**config.mk**
```make
export PLATFORM = sky130hd
export DESIGN_NAME = go_to_goal_heading_controller_core
export DESIGN_NICKNAME = d
export VERILOG_FILES = /design/src/sv/gtghc_pkg.sv /design/src/sv/gtghc_ctrl.sv /design/src/sv/gtghc_dpath.sv /design/src/sv/go_to_goal_heading_controller_core.sv
export VERILOG_INCLUDE_DIRS = /design/src /design/src/sv
export SDC_FILE = /design/constraint.sdc
export NUM_CORES = 2
export LEC_CHECK = 0
export ABC_CLOCK_PERIOD_IN_PS = 14400
export BUFFER_PORTS_ARGS = -buffer_cell sky130_fd_sc_hd__buf_2
export CAP_MARGIN = 10
export CORE_MARGIN = 2
export CORE_UTILIZATION = 34
export CTS_BUF_LIST = sky130_fd_sc_hd__clkbuf_4
export DETAILED_ROUTE_END_ITERATION = 8
export PLACE_DENSITY = 0.49
export SYNTH_ARGS = -nofsm -noshare
export SYNTH_HDL_FRONTEND = slang
export SYNTH_SLANG_ARGS = --single-unit
```
**constraint.sdc**
```tcl
create_clock -name clock -period 14.4 [get_ports clock]
set_clock_uncertainty 0.1 [all_clocks]
set_input_delay 3.6 -clock clock [delete_from_list [all_inputs] [get_ports clock]]
set_output_delay 3.6 -clock clock [all_outputs]
set_load 0.03 [all_outputs]
```
**src/sv/go_to_goal_heading_controller_core_assert.svh**
```systemverilog
// Assertion macros shared by the go-to-goal heading controller RTL.
// Depends on nothing; included by the control and datapath modules.
`ifndef GO_TO_GOAL_HEADING_CONTROLLER_CORE_ASSERT_SVH
`define GO_TO_GOAL_HEADING_CONTROLLER_CORE_ASSERT_SVH

// Same-cycle implication, disabled while reset is high.
`define GTGHC_ASSERT_NOW(label, clk, rst, ante, cons, msg) \
   label: assert property (@(posedge clk) disable iff (rst) (ante) |-> (cons)) \
      else $error(msg);

// Next-cycle implication, disabled while reset is high.
`define GTGHC_ASSERT_NEXT(label, clk, rst, ante, cons, msg) \
   label: assert property (@(posedge clk) disable iff (rst) (ante) |=> (cons)) \
      else $error(msg);

`endif

```
**src/sv/gtghc_pkg.sv**
```systemverilog
// Types and constants of the go-to-goal heading controller.
// Used by gtghc_ctrl, gtghc_dpath and the top level; depends on nothing.
package gtghc_pkg;

   typedef struct packed {
      logic signed [15:0] pose_x;
      logic signed [15:0] pose_y;
      logic signed [15:0] heading;
      logic               new_goal;
      logic signed [15:0] goal_x;
      logic signed [15:0] goal_y;
   } req_payload_type;

   typedef struct packed {
      logic signed [15:0] linear_velocity;
      logic signed [15:0] angular_velocity;
      logic               moving;
   } rsp_payload_type;

   // Commands from the sequencer to the datapath.
   typedef struct packed {
      logic       load;     // capture pose, update target, form dx/dy
      logic       sq_x;     // product <= dx*dx
      logic       sq_y;     // product <= dy*dy, keep dx*dx
      logic       init;     // sum squares, seed root and CORDIC
      logic       iso_en;   // one square-root digit
      logic       cor_en;   // one CORDIC micro-rotation
      logic [4:0] idx;      // CORDIC shift / table index
      logic       wrap;     // round bearing, subtract heading, wrap
      logic       mul;      // gain product and branch decision
      logic       publish;  // load the result register
   } dp_cmd_type;

   typedef struct packed {
      logic out_free;       // result register can take a transaction
   } dp_status_type;

   localparam int CSR_IDX_W = 8;
   localparam logic [CSR_IDX_W-1:0] CSR_LINEAR_GAIN       = 8'd0;
   localparam logic [CSR_IDX_W-1:0] CSR_TURN_GAIN         = 8'd1;
   localparam logic [CSR_IDX_W-1:0] CSR_HEADING_TOLERANCE = 8'd2;
   localparam logic [CSR_IDX_W-1:0] CSR_ARRIVE_DISTANCE   = 8'd3;

   localparam logic [15:0] LINEAR_GAIN_RST       = 16'd8192;
   localparam logic [15:0] TURN_GAIN_RST         = 16'd8192;
   localparam logic [14:0] HEADING_TOLERANCE_RST = 15'd819;
   localparam logic [14:0] ARRIVE_DISTANCE_RST   = 15'd154;
   localparam logic signed [15:0] TARGET_RST     = 16'sd5673;

   localparam int MAX_ITER   = 24;
   localparam int SQRT_STEPS = 17;   // 34-bit radicand, two bits per digit

   localparam logic signed [18:0] PI_Q13     = 19'sd25736;
   localparam logic signed [18:0] TWO_PI_Q13 = 19'sd51472;
   localparam logic signed [20:0] PI_Q16     = 21'sd205887;

   // Arctangent of 2^-i in units of 2^-16 rad.
   function automatic logic [16:0] atan_lookup(input logic [4:0] i);
      logic [16:0] v;
      unique case (i)
         5'd0:    v = 17'd51472;
         5'd1:    v = 17'd30385;
         5'd2:    v = 17'd16055;
         5'd3:    v = 17'd8150;
         5'd4:    v = 17'd4091;
         5'd5:    v = 17'd2047;
         5'd6:    v = 17'd1024;
         5'd7:    v = 17'd512;
         5'd8:    v = 17'd256;
         5'd9:    v = 17'd128;
         5'd10:   v = 17'd64;
         5'd11:   v = 17'd32;
         5'd12:   v = 17'd16;
         5'd13:   v = 17'd8;
         5'd14:   v = 17'd4;
         5'd15:   v = 17'd2;
         5'd16:   v = 17'd1;
         default: v = 17'd0;
      endcase
      return v;
   endfunction

endpackage

```
**src/sv/gtghc_ctrl.sv**
```systemverilog
// Sequencer of the go-to-goal heading controller: one-hot state machine
// and iteration counter. Depends on gtghc_pkg and the assertion header.
`include "go_to_goal_heading_controller_core_assert.svh"

module gtghc_ctrl #(
   parameter int CORDIC_STEPS = 14
) (
   input  logic                     clock,
   input  logic                     reset,
   input  logic                     req_valid,
   output logic                     req_ready,
   input  gtghc_pkg::dp_status_type status,
   output gtghc_pkg::dp_cmd_type    cmd
);

   localparam int ITERS = (CORDIC_STEPS > gtghc_pkg::MAX_ITER) ?
                          gtghc_pkg::MAX_ITER : CORDIC_STEPS;
   localparam int LOOP  = (ITERS > gtghc_pkg::SQRT_STEPS) ? ITERS : gtghc_pkg::SQRT_STEPS;
   localparam int CW    = $clog2(LOOP);
   localparam logic [CW-1:0] LAST = CW'(LOOP - 1);

   typedef enum logic [7:0] {
      S_IDLE = 8'b0000_0001,
      S_SQX  = 8'b0000_0010,
      S_SQY  = 8'b0000_0100,
      S_INIT = 8'b0000_1000,
      S_ITER = 8'b0001_0000,
      S_WRAP = 8'b0010_0000,
      S_MUL  = 8'b0100_0000,
      S_OUT  = 8'b1000_0000
   } state_type;

   state_type     state_ff, state_in;
   logic [CW-1:0] cnt_ff, cnt_in;

   assign req_ready = (state_ff == S_IDLE);

   always_comb begin
      state_in = state_ff;
      cnt_in   = cnt_ff;
      cmd      = '0;
      cmd.idx  = 5'(cnt_ff);
      unique case (state_ff)
         S_IDLE: begin
            if (req_valid) begin
               cmd.load = 1'b1;
               state_in = S_SQX;
            end
         end
         S_SQX: begin
            cmd.sq_x = 1'b1;
            state_in = S_SQY;
         end
         S_SQY: begin
            cmd.sq_y = 1'b1;
            state_in = S_INIT;
         end
         S_INIT: begin
            cmd.init = 1'b1;
            cnt_in   = '0;
            state_in = S_ITER;
         end
         S_ITER: begin
            cmd.iso_en = (cnt_ff < CW'(gtghc_pkg::SQRT_STEPS));
            cmd.cor_en = (cnt_ff < CW'(ITERS));
            if (cnt_ff == LAST) begin
               state_in = S_WRAP;
            end else begin
               cnt_in = cnt_ff + 1'b1;
            end
         end
         S_WRAP: begin
            cmd.wrap = 1'b1;
            state_in = S_MUL;
         end
         S_MUL: begin
            cmd.mul  = 1'b1;
            state_in = S_OUT;
         end
         S_OUT: begin
            // hold until the result register frees up
            if (status.out_free) begin
               cmd.publish = 1'b1;
               state_in    = S_IDLE;
            end
         end
         default: begin
            state_in = S_IDLE;
         end
      endcase
   end

   always_ff @(posedge clock) begin
      if (reset) begin
         state_ff <= S_IDLE;
         cnt_ff   <= '0;
      end else begin
         state_ff <= state_in;
         cnt_ff   <= cnt_in;
      end
   end

   `GTGHC_ASSERT_NEXT(a_publish_returns_idle, clock, reset, cmd.publish,
      state_ff == S_IDLE, "sequencer did not return to idle after publish")
   `GTGHC_ASSERT_NEXT(a_loop_exits, clock, reset, (state_ff == S_ITER) && (cnt_ff == LAST),
      state_ff == S_WRAP, "iteration loop did not end on its last step")

endmodule

```
**src/sv/gtghc_dpath.sv**
```systemverilog
// Datapath of the go-to-goal heading controller: target and config registers,
// shared multiplier, square root, CORDIC, wrap and saturation, result register.
// Depends on gtghc_pkg and the assertion header.
`include "go_to_goal_heading_controller_core_assert.svh"

module gtghc_dpath (
   input  logic                                 clock,
   input  logic                                 reset,
   input  gtghc_pkg::dp_cmd_type                cmd,
   output gtghc_pkg::dp_status_type             status,
   input  gtghc_pkg::req_payload_type           req_data,
   output logic                                 rsp_valid,
   input  logic                                 rsp_ready,
   output gtghc_pkg::rsp_payload_type           rsp_data,
   input  logic                                 csr_valid,
   output logic                                 csr_ready,
   input  logic [gtghc_pkg::CSR_IDX_W-1:0]      csr_index,
   input  logic [15:0]                          csr_data
);

   localparam int XW = 28;   // CORDIC x/y
   localparam int ZW = 21;   // CORDIC angle, 2^-16 rad
   localparam int EW = 19;   // heading error, Q3.13
   localparam int PW = 36;   // product

   // configuration
   logic [15:0] lin_gain_ff, turn_gain_ff;
   logic [14:0] tol_ff, arrive_ff;

   // item state
   logic signed [15:0] tgt_x_ff, tgt_y_ff, tgt_x_in, tgt_y_in;
   logic               active_ff, active_in;
   logic signed [16:0] dx_ff, dy_ff, dx_in, dy_in;
   logic signed [15:0] hd_ff;
   logic               zero_ff;

   // multiplier
   logic signed [16:0]   mul_a;
   logic signed [EW-1:0] mul_b;
   logic signed [PW-1:0] mul_p, prod_ff, sum_ff;

   // square root
   logic [33:0] rad_ff;
   logic [20:0] rem_ff, rem_sh, trial;
   logic [16:0] root_ff;

   // CORDIC
   logic signed [XW-1:0] x_ff, y_ff, x0, y0, xs, ys;
   logic signed [ZW-1:0] z_ff, z0, at, zr;

   // wrap and decision
   logic signed [17:0]   bear;
   logic signed [EW-1:0] e0, e1, e2, err_ff, aerr;
   logic                 go_ff, fwd_ff, fwd;

   // saturation
   logic signed [PW-1:0] lin_t, ang_t, lin_s, ang_s;
   logic signed [15:0]   lin_v, ang_v;

   logic                       rsp_valid_ff;
   gtghc_pkg::rsp_payload_type rsp_ff;

   assign csr_ready       = 1'b1;
   assign status.out_free = !rsp_valid_ff || rsp_ready;
   assign rsp_valid       = rsp_valid_ff;
   assign rsp_data        = rsp_ff;

   // configuration writes; unknown indexes drop
   always_ff @(posedge clock) begin
      if (reset) begin
         lin_gain_ff  <= gtghc_pkg::LINEAR_GAIN_RST;
         turn_gain_ff <= gtghc_pkg::TURN_GAIN_RST;
         tol_ff       <= gtghc_pkg::HEADING_TOLERANCE_RST;
         arrive_ff    <= gtghc_pkg::ARRIVE_DISTANCE_RST;
      end else if (csr_valid) begin
         unique case (csr_index)
            gtghc_pkg::CSR_LINEAR_GAIN:       lin_gain_ff  <= csr_data;
            gtghc_pkg::CSR_TURN_GAIN:         turn_gain_ff <= csr_data;
            gtghc_pkg::CSR_HEADING_TOLERANCE: tol_ff       <= csr_data[14:0];
            gtghc_pkg::CSR_ARRIVE_DISTANCE:   arrive_ff    <= csr_data[14:0];
            default: begin
            end
         endcase
      end
   end

   // target and offset
   always_comb begin
      tgt_x_in = tgt_x_ff;
      tgt_y_in = tgt_y_ff;
      if (cmd.load && req_data.new_goal) begin
         tgt_x_in = req_data.goal_x;
         tgt_y_in = req_data.goal_y;
      end
      dx_in = 17'(tgt_x_in) - 17'(req_data.pose_x);
      dy_in = 17'(tgt_y_in) - 17'(req_data.pose_y);
   end

   always_comb begin
      active_in = active_ff;
      if (cmd.load && req_data.new_goal) begin
         active_in = 1'b1;
      end else if (cmd.publish && !go_ff) begin
         active_in = 1'b0;
      end
   end

   // shared multiplier
   assign aerr = err_ff[EW-1] ? -err_ff : err_ff;
   assign fwd  = (aerr < EW'(tol_ff));

   always_comb begin
      priority if (cmd.sq_x) begin
         mul_a = dx_ff;
         mul_b = EW'(dx_ff);
      end else if (cmd.sq_y) begin
         mul_a = dy_ff;
         mul_b = EW'(dy_ff);
      end else if (fwd) begin
         mul_a = {1'b0, lin_gain_ff};
         mul_b = {2'b00, root_ff};
      end else begin
         mul_a = {1'b0, turn_gain_ff};
         mul_b = err_ff;
      end
      mul_p = PW'(mul_a) * PW'(mul_b);
   end

   // square-root digit
   assign rem_sh = {rem_ff[18:0], rad_ff[33:32]};
   assign trial  = {2'b00, root_ff, 2'b01};

   // CORDIC seed: fold the left half plane by 180 degrees
   always_comb begin
      x0 = XW'(dx_ff) <<< 8;
      y0 = XW'(dy_ff) <<< 8;
      z0 = '0;
      if (dx_ff[16]) begin
         x0 = -x0;
         y0 = -y0;
         z0 = dy_ff[16] ? -gtghc_pkg::PI_Q16 : gtghc_pkg::PI_Q16;
      end
   end

   assign xs = x_ff >>> cmd.idx;
   assign ys = y_ff >>> cmd.idx;
   assign at = ZW'(gtghc_pkg::atan_lookup(cmd.idx));

   // bearing to Q3.13, error, single wrap
   always_comb begin
      zr   = z_ff + ZW'(4);
      bear = zero_ff ? 18'sd0 : 18'(zr >>> 3);
      e0   = EW'(bear) - EW'(hd_ff);
      e1   = (e0 > gtghc_pkg::PI_Q13) ? e0 - gtghc_pkg::TWO_PI_Q13 : e0;
      e2   = (e1 < -gtghc_pkg::PI_Q13) ? e1 + gtghc_pkg::TWO_PI_Q13 : e1;
   end

   // round and saturate the gain product
   always_comb begin
      lin_t = prod_ff + PW'(8192);
      lin_s = lin_t >>> 14;
      ang_t = prod_ff + PW'(65536);
      ang_s = ang_t >>> 17;
      lin_v = (lin_s > PW'(32767)) ? 16'sd32767 : 16'(lin_s);
      priority if (ang_s > PW'(32767)) begin
         ang_v = 16'sd32767;
      end else if (ang_s < -PW'(32768)) begin
         ang_v = -16'sd32768;
      end else begin
         ang_v = 16'(ang_s);
      end
   end

   // control registers
   always_ff @(posedge clock) begin
      if (reset) begin
         tgt_x_ff     <= gtghc_pkg::TARGET_RST;
         tgt_y_ff     <= gtghc_pkg::TARGET_RST;
         active_ff    <= 1'b0;
         rsp_valid_ff <= 1'b0;
      end else begin
         tgt_x_ff  <= tgt_x_in;
         tgt_y_ff  <= tgt_y_in;
         active_ff <= active_in;
         if (cmd.publish) begin
            rsp_valid_ff <= 1'b1;
         end else if (rsp_ready) begin
            rsp_valid_ff <= 1'b0;
         end
      end
   end

   // payload registers
   always_ff @(posedge clock) begin
      if (cmd.load) begin
         dx_ff   <= dx_in;
         dy_ff   <= dy_in;
         hd_ff   <= req_data.heading;
         zero_ff <= (dx_in == '0) && (dy_in == '0);
      end
      if (cmd.sq_x || cmd.sq_y || cmd.mul) begin
         prod_ff <= mul_p;
      end
      if (cmd.sq_y) begin
         sum_ff <= prod_ff;
      end
      if (cmd.init) begin
         rad_ff  <= sum_ff[33:0] + prod_ff[33:0];
         rem_ff  <= '0;
         root_ff <= '0;
         x_ff    <= x0;
         y_ff    <= y0;
         z_ff    <= z0;
      end
      if (cmd.iso_en) begin
         rad_ff <= {rad_ff[31:0], 2'b00};
         if (rem_sh >= trial) begin
            rem_ff  <= rem_sh - trial;
            root_ff <= {root_ff[15:0], 1'b1};
         end else begin
            rem_ff  <= rem_sh;
            root_ff <= {root_ff[15:0], 1'b0};
         end
      end
      if (cmd.cor_en) begin
         if (!y_ff[XW-1]) begin
            x_ff <= x_ff + ys;
            y_ff <= y_ff - xs;
            z_ff <= z_ff + at;
         end else begin
            x_ff <= x_ff - ys;
            y_ff <= y_ff + xs;
            z_ff <= z_ff - at;
         end
      end
      if (cmd.wrap) begin
         err_ff <= e2;
         go_ff  <= active_ff && (root_ff > 17'(arrive_ff));
      end
      if (cmd.mul) begin
         fwd_ff <= fwd;
      end
      if (cmd.publish) begin
         rsp_ff.moving           <= go_ff;
         rsp_ff.linear_velocity  <= (go_ff && fwd_ff) ? lin_v : 16'sd0;
         rsp_ff.angular_velocity <= (go_ff && !fwd_ff) ? ang_v : 16'sd0;
      end
   end

   `GTGHC_ASSERT_NOW(a_idle_is_zero, clock, reset, rsp_valid_ff && !rsp_ff.moving,
      (rsp_ff.linear_velocity == '0) && (rsp_ff.angular_velocity == '0),
      "stopped result carries a nonzero velocity")
   `GTGHC_ASSERT_NOW(a_one_branch, clock, reset, rsp_valid_ff && (rsp_ff.linear_velocity != '0),
      rsp_ff.angular_velocity == '0, "drive and turn commanded together")
   `GTGHC_ASSERT_NEXT(a_publish_valid, clock, reset, cmd.publish,
      rsp_valid_ff && (rsp_ff.moving == active_ff), "published result lost or flag mismatch")

endmodule

```
**src/sv/go_to_goal_heading_controller_core.sv**
```systemverilog
// Go-to-goal heading controller. One transaction at a time: the next request is taken
// once the previous result is in the result register. The shared iteration loop runs
// 17 square-root digits beside the CORDIC steps.
// Synchronous active-high reset: gains 0.5, tolerance 819, arrive 154, target (5.54, 5.54),
// waypoint disarmed, no result pending.
module go_to_goal_heading_controller_core #(
   parameter int CORDIC_STEPS = 14
) (
   input  logic                            clock,
   input  logic                            reset,
   // request channel: pose and optional new goal
   input  logic                            req_valid,
   output logic                            req_ready,
   input  gtghc_pkg::req_payload_type      req_data,
   // response channel: velocity commands
   output logic                            rsp_valid,
   input  logic                            rsp_ready,
   output gtghc_pkg::rsp_payload_type      rsp_data,
   // register write channel
   input  logic                            csr_valid,
   output logic                            csr_ready,
   input  logic [gtghc_pkg::CSR_IDX_W-1:0] csr_index,
   input  logic [15:0]                     csr_data
);

   // Command and status between sequencer and datapath.
   gtghc_pkg::dp_cmd_type    cmd;
   gtghc_pkg::dp_status_type status;

   // Sequencer: accept a transaction in idle, step the datapath through
   // squares, root/CORDIC loop, wrap, gain multiply, then publish.
   gtghc_ctrl #(
      .CORDIC_STEPS (CORDIC_STEPS)
   ) u_ctrl (
      .clock     (clock),
      .reset     (reset),
      .req_valid (req_valid),
      .req_ready (req_ready),
      .status    (status),
      .cmd       (cmd)
   );

   // Datapath: holds the target, config and result register; the result
   // register lets the next request in while a response still waits.
   gtghc_dpath u_dpath (
      .clock     (clock),
      .reset     (reset),
      .cmd       (cmd),
      .status    (status),
      .req_data  (req_data),
      .rsp_valid (rsp_valid),
      .rsp_ready (rsp_ready),
      .rsp_data  (rsp_data),
      .csr_valid (csr_valid),
      .csr_ready (csr_ready),
      .csr_index (csr_index),
      .csr_data  (csr_data)
   );

endmodule
```
==> reports/results.ini <==
[synthesis]
ys_ff_latch = 447
synth_edf_count = 320
syn_inst = 4986
synth.top_cell.area_share = 0.210
synth_cell_types = 114
yosys_warnings = 0
async_flop_share = 0
avgSynthCellArea_um2 = 9.19
synth_ff_type = edfxtp_1
synth_area_mm2 = 0.0458
ys_seq_area_frac = 0.265
synth_area_leaders = edfxtp_1 21%, fa_1 15%, ha_1 8.7%
yosysTopAreaCell = edfxtp_1

[placed_design]
globalplace.congestion = 0.901
dpl.hpwl_mm = 106
dp.cells = 6753
place_area_mm2 = 0.0483
port_buffers = 144
pre_cts_slack_ns = 2.38

[routing]
drtIter0Drc = 2617
vias = 36200
avgViaCountPerCell = 5.17
first_pass_iters = 5
antenna_left = 0
wl_per_cell_um = 19.2
drc = 0
drt_wl_total_mm = 135

[timing]
setup_viol = 0
fin_setup_tns_ns = 0
whs_ns = 0.356
slew_viol_final = 0
period_needed_ns = 12.18
final-hold-violation-count = 0
finalCritPeriodShare = 0.846
layout_setup_ws_ns = 2.22
fmax_mhz = 82.1
tightest_slew_ns = 1.14
maxSlewHeadroom = 0.221
rsz0062_at_grt = false

[power_and_ir_drop]
power_density_mw_per_mm2 = 113
ir_drop_uv = 89.0
leakage_nw = 21.9
power_mw = 5.68

[setup_path]
critical_path.most_common_cell = fa_1
r2r_cells = 38
worst_path_max_delay_cell = a21oi_1
critPathMaxStageDelay_ns = 0.84
critical_path_class = reg2reg
cp-end-kind = flip-flop
arrival_ns = 12.95
crit_required_ns = 15.17
worstPathMaxFanout = 50
start_kind = flip-flop

[layout]
most-common-layout-cells = 606 x inv_1, 557 x nor2_1, 402 x nand2_1
drive_gt1_frac = 0.126
nNetsFinal = 5889
stdcell_count = 7016
final_common_cell = inv_1
post-route-util = 0.375
synthToLayoutAreaGrowth_pct = 9.46
stdcell_area_mm2 = 0.0502

[global_route]
overflow = 0
grt_max_degree = 79
first_global_vias = 36200
grt_pass1_wl_mm = 211
grtUsageTotal = 0.198
antenna_found_initial = 6

[cts]
clk_pin_slew_ns = 0.07
clk_latency_ns = 1.14
clkSinkCount = 447
cts_inserted_buffers = 142
hold_buffers = 0
root_buffer = clkbuf_4
cts_setup_buffers = 0
post_cts_resized = 0
max-clock-path-buffers = 3
cts_tree = built
cts_max_level = 4

[floorplan]
start_util = 0.343
fp.dieH_um = 371
die_x_um = 371
die_area_mm2 = 0.138
core_area_mm2 = 0.134
io_pins = 146
rows = 134

[outcome]
status = finished, final reports clean

[hold_path]
hold_depth = 0
hold_class = reg2reg

[run]
cap_viol_max_count = 0

[worst max-delay path, delay by kind of cell (launching register included)]
kind | cells | cell delay, ns
adders and majority gates | 8 | 3.75
AOI/OAI and AO/OA | 15 | 4.43
muxes | 1 | 0.23
DFF | 1 | 0.48
buffers and inverters | 4 | 0.50
and+or+nand+nor | 8 | 2.12
xor gates and xnor gates | 2 | 0.25
[final cells by class]
class | count | area, µm²
diodes | 8 | 20.0
clock buffers | 201 | 1510
clock inverters | 54 | 297
fillers | 13700 | 83500
inverters | 610 | 2290
multi-input cells | 3740 | 30600
flip-flops and latches | 447 | 12200
well taps | 1768 | 2210
repair buffers | 188 | 1050
[final timing paths]
kind,to,slack [ns],from
hold reg to reg,u_dpath.sum_ff[12]$_DFFE_PP_,0.36,u_dpath.prod_ff[12]$_DFFE_PP_
setup / recovery,u_dpath.prod_ff[34]$_DFFE_PP_,2.22,u_dpath.err_ff[2]$_DFFE_PP_
setup reg to reg,u_dpath.prod_ff[34]$_DFFE_PP_,2.22,u_dpath.err_ff[2]$_DFFE_PP_
hold / removal,u_dpath.sum_ff[12]$_DFFE_PP_,0.36,u_dpath.prod_ff[12]$_DFFE_PP_
[cell families after synthesis]
group                    share of synthesized area
AO/OA/AOI/OAI                                0.144
XOR/XNOR                                    0.0642
other                                    0.0000818
flip-flops                                   0.265
adder cells (fa/ha/maj)                      0.232
multiplexers                                0.0756
AND/OR/NAND/NOR                              0.150
buffers and inverters                       0.0686
[power breakdown]
| group | leakage (nW) | internal, mW | total (mW) | switching, mW |
|---|---|---|---|---|
| sequential | 3.86 | 1.55 | 1.64 | 0.0858 |
| combinational | 16.9 | 1.09 | 2.72 | 1.63 |
| clock | 1.07 | 0.683 | 1.33 | 0.644 |
[flip-flops by register name, indices dropped and copies added (netlist names), 16 cells and up]
signal / cells
u_dpath.err_ff: 19
u_dpath.rad_ff: 34
u_dpath.root_ff: 17
u_dpath.rem_ff: 19
u_dpath.sum_ff: 34
u_dpath.tgt_y_ff: 16
u_dpath.y_ff: 28
u_dpath.lin_gain_ff: 16
u_dpath.hd_ff: 16
u_dpath.rsp_data: 33
u_dpath.tgt_x_ff: 16
u_dpath.x_ff: 28
u_dpath.dx_ff: 17
u_dpath.at: 16
u_dpath.dy_ff: 17
u_dpath.prod_ff: 36
u_dpath.turn_gain_ff: 16
u_dpath.z_ff: 21
[synthesized netlist by cell type, drive strengths merged, types with 55 or more instances]
master  instances
a21o           92
a21oi         290
buf            85
clkbuf        106
dfxtp         127
edfxtp        320
fa            333
ha            317
inv           609
mux2i         121
mux4           75
nand2         405
nand2b         65
nand3          72
nor2          561
nor2b          55
nor3           72
o21ai         256
xnor2         218
xor2          116
[metal layers]
layer | vias up | wire length [µm] | global-route usage
met5 | - | 0 | 0
met2 | 866 | 61600 | 0.317
li1 | 17500 | - | -
met1 | 17700 | 63800 | 0.278
met3 | 158 | 6660 | 0.0303
met4 | 0 | 2570 | 0.0479
Note: power is estimated with default switching activity, not from simulation.
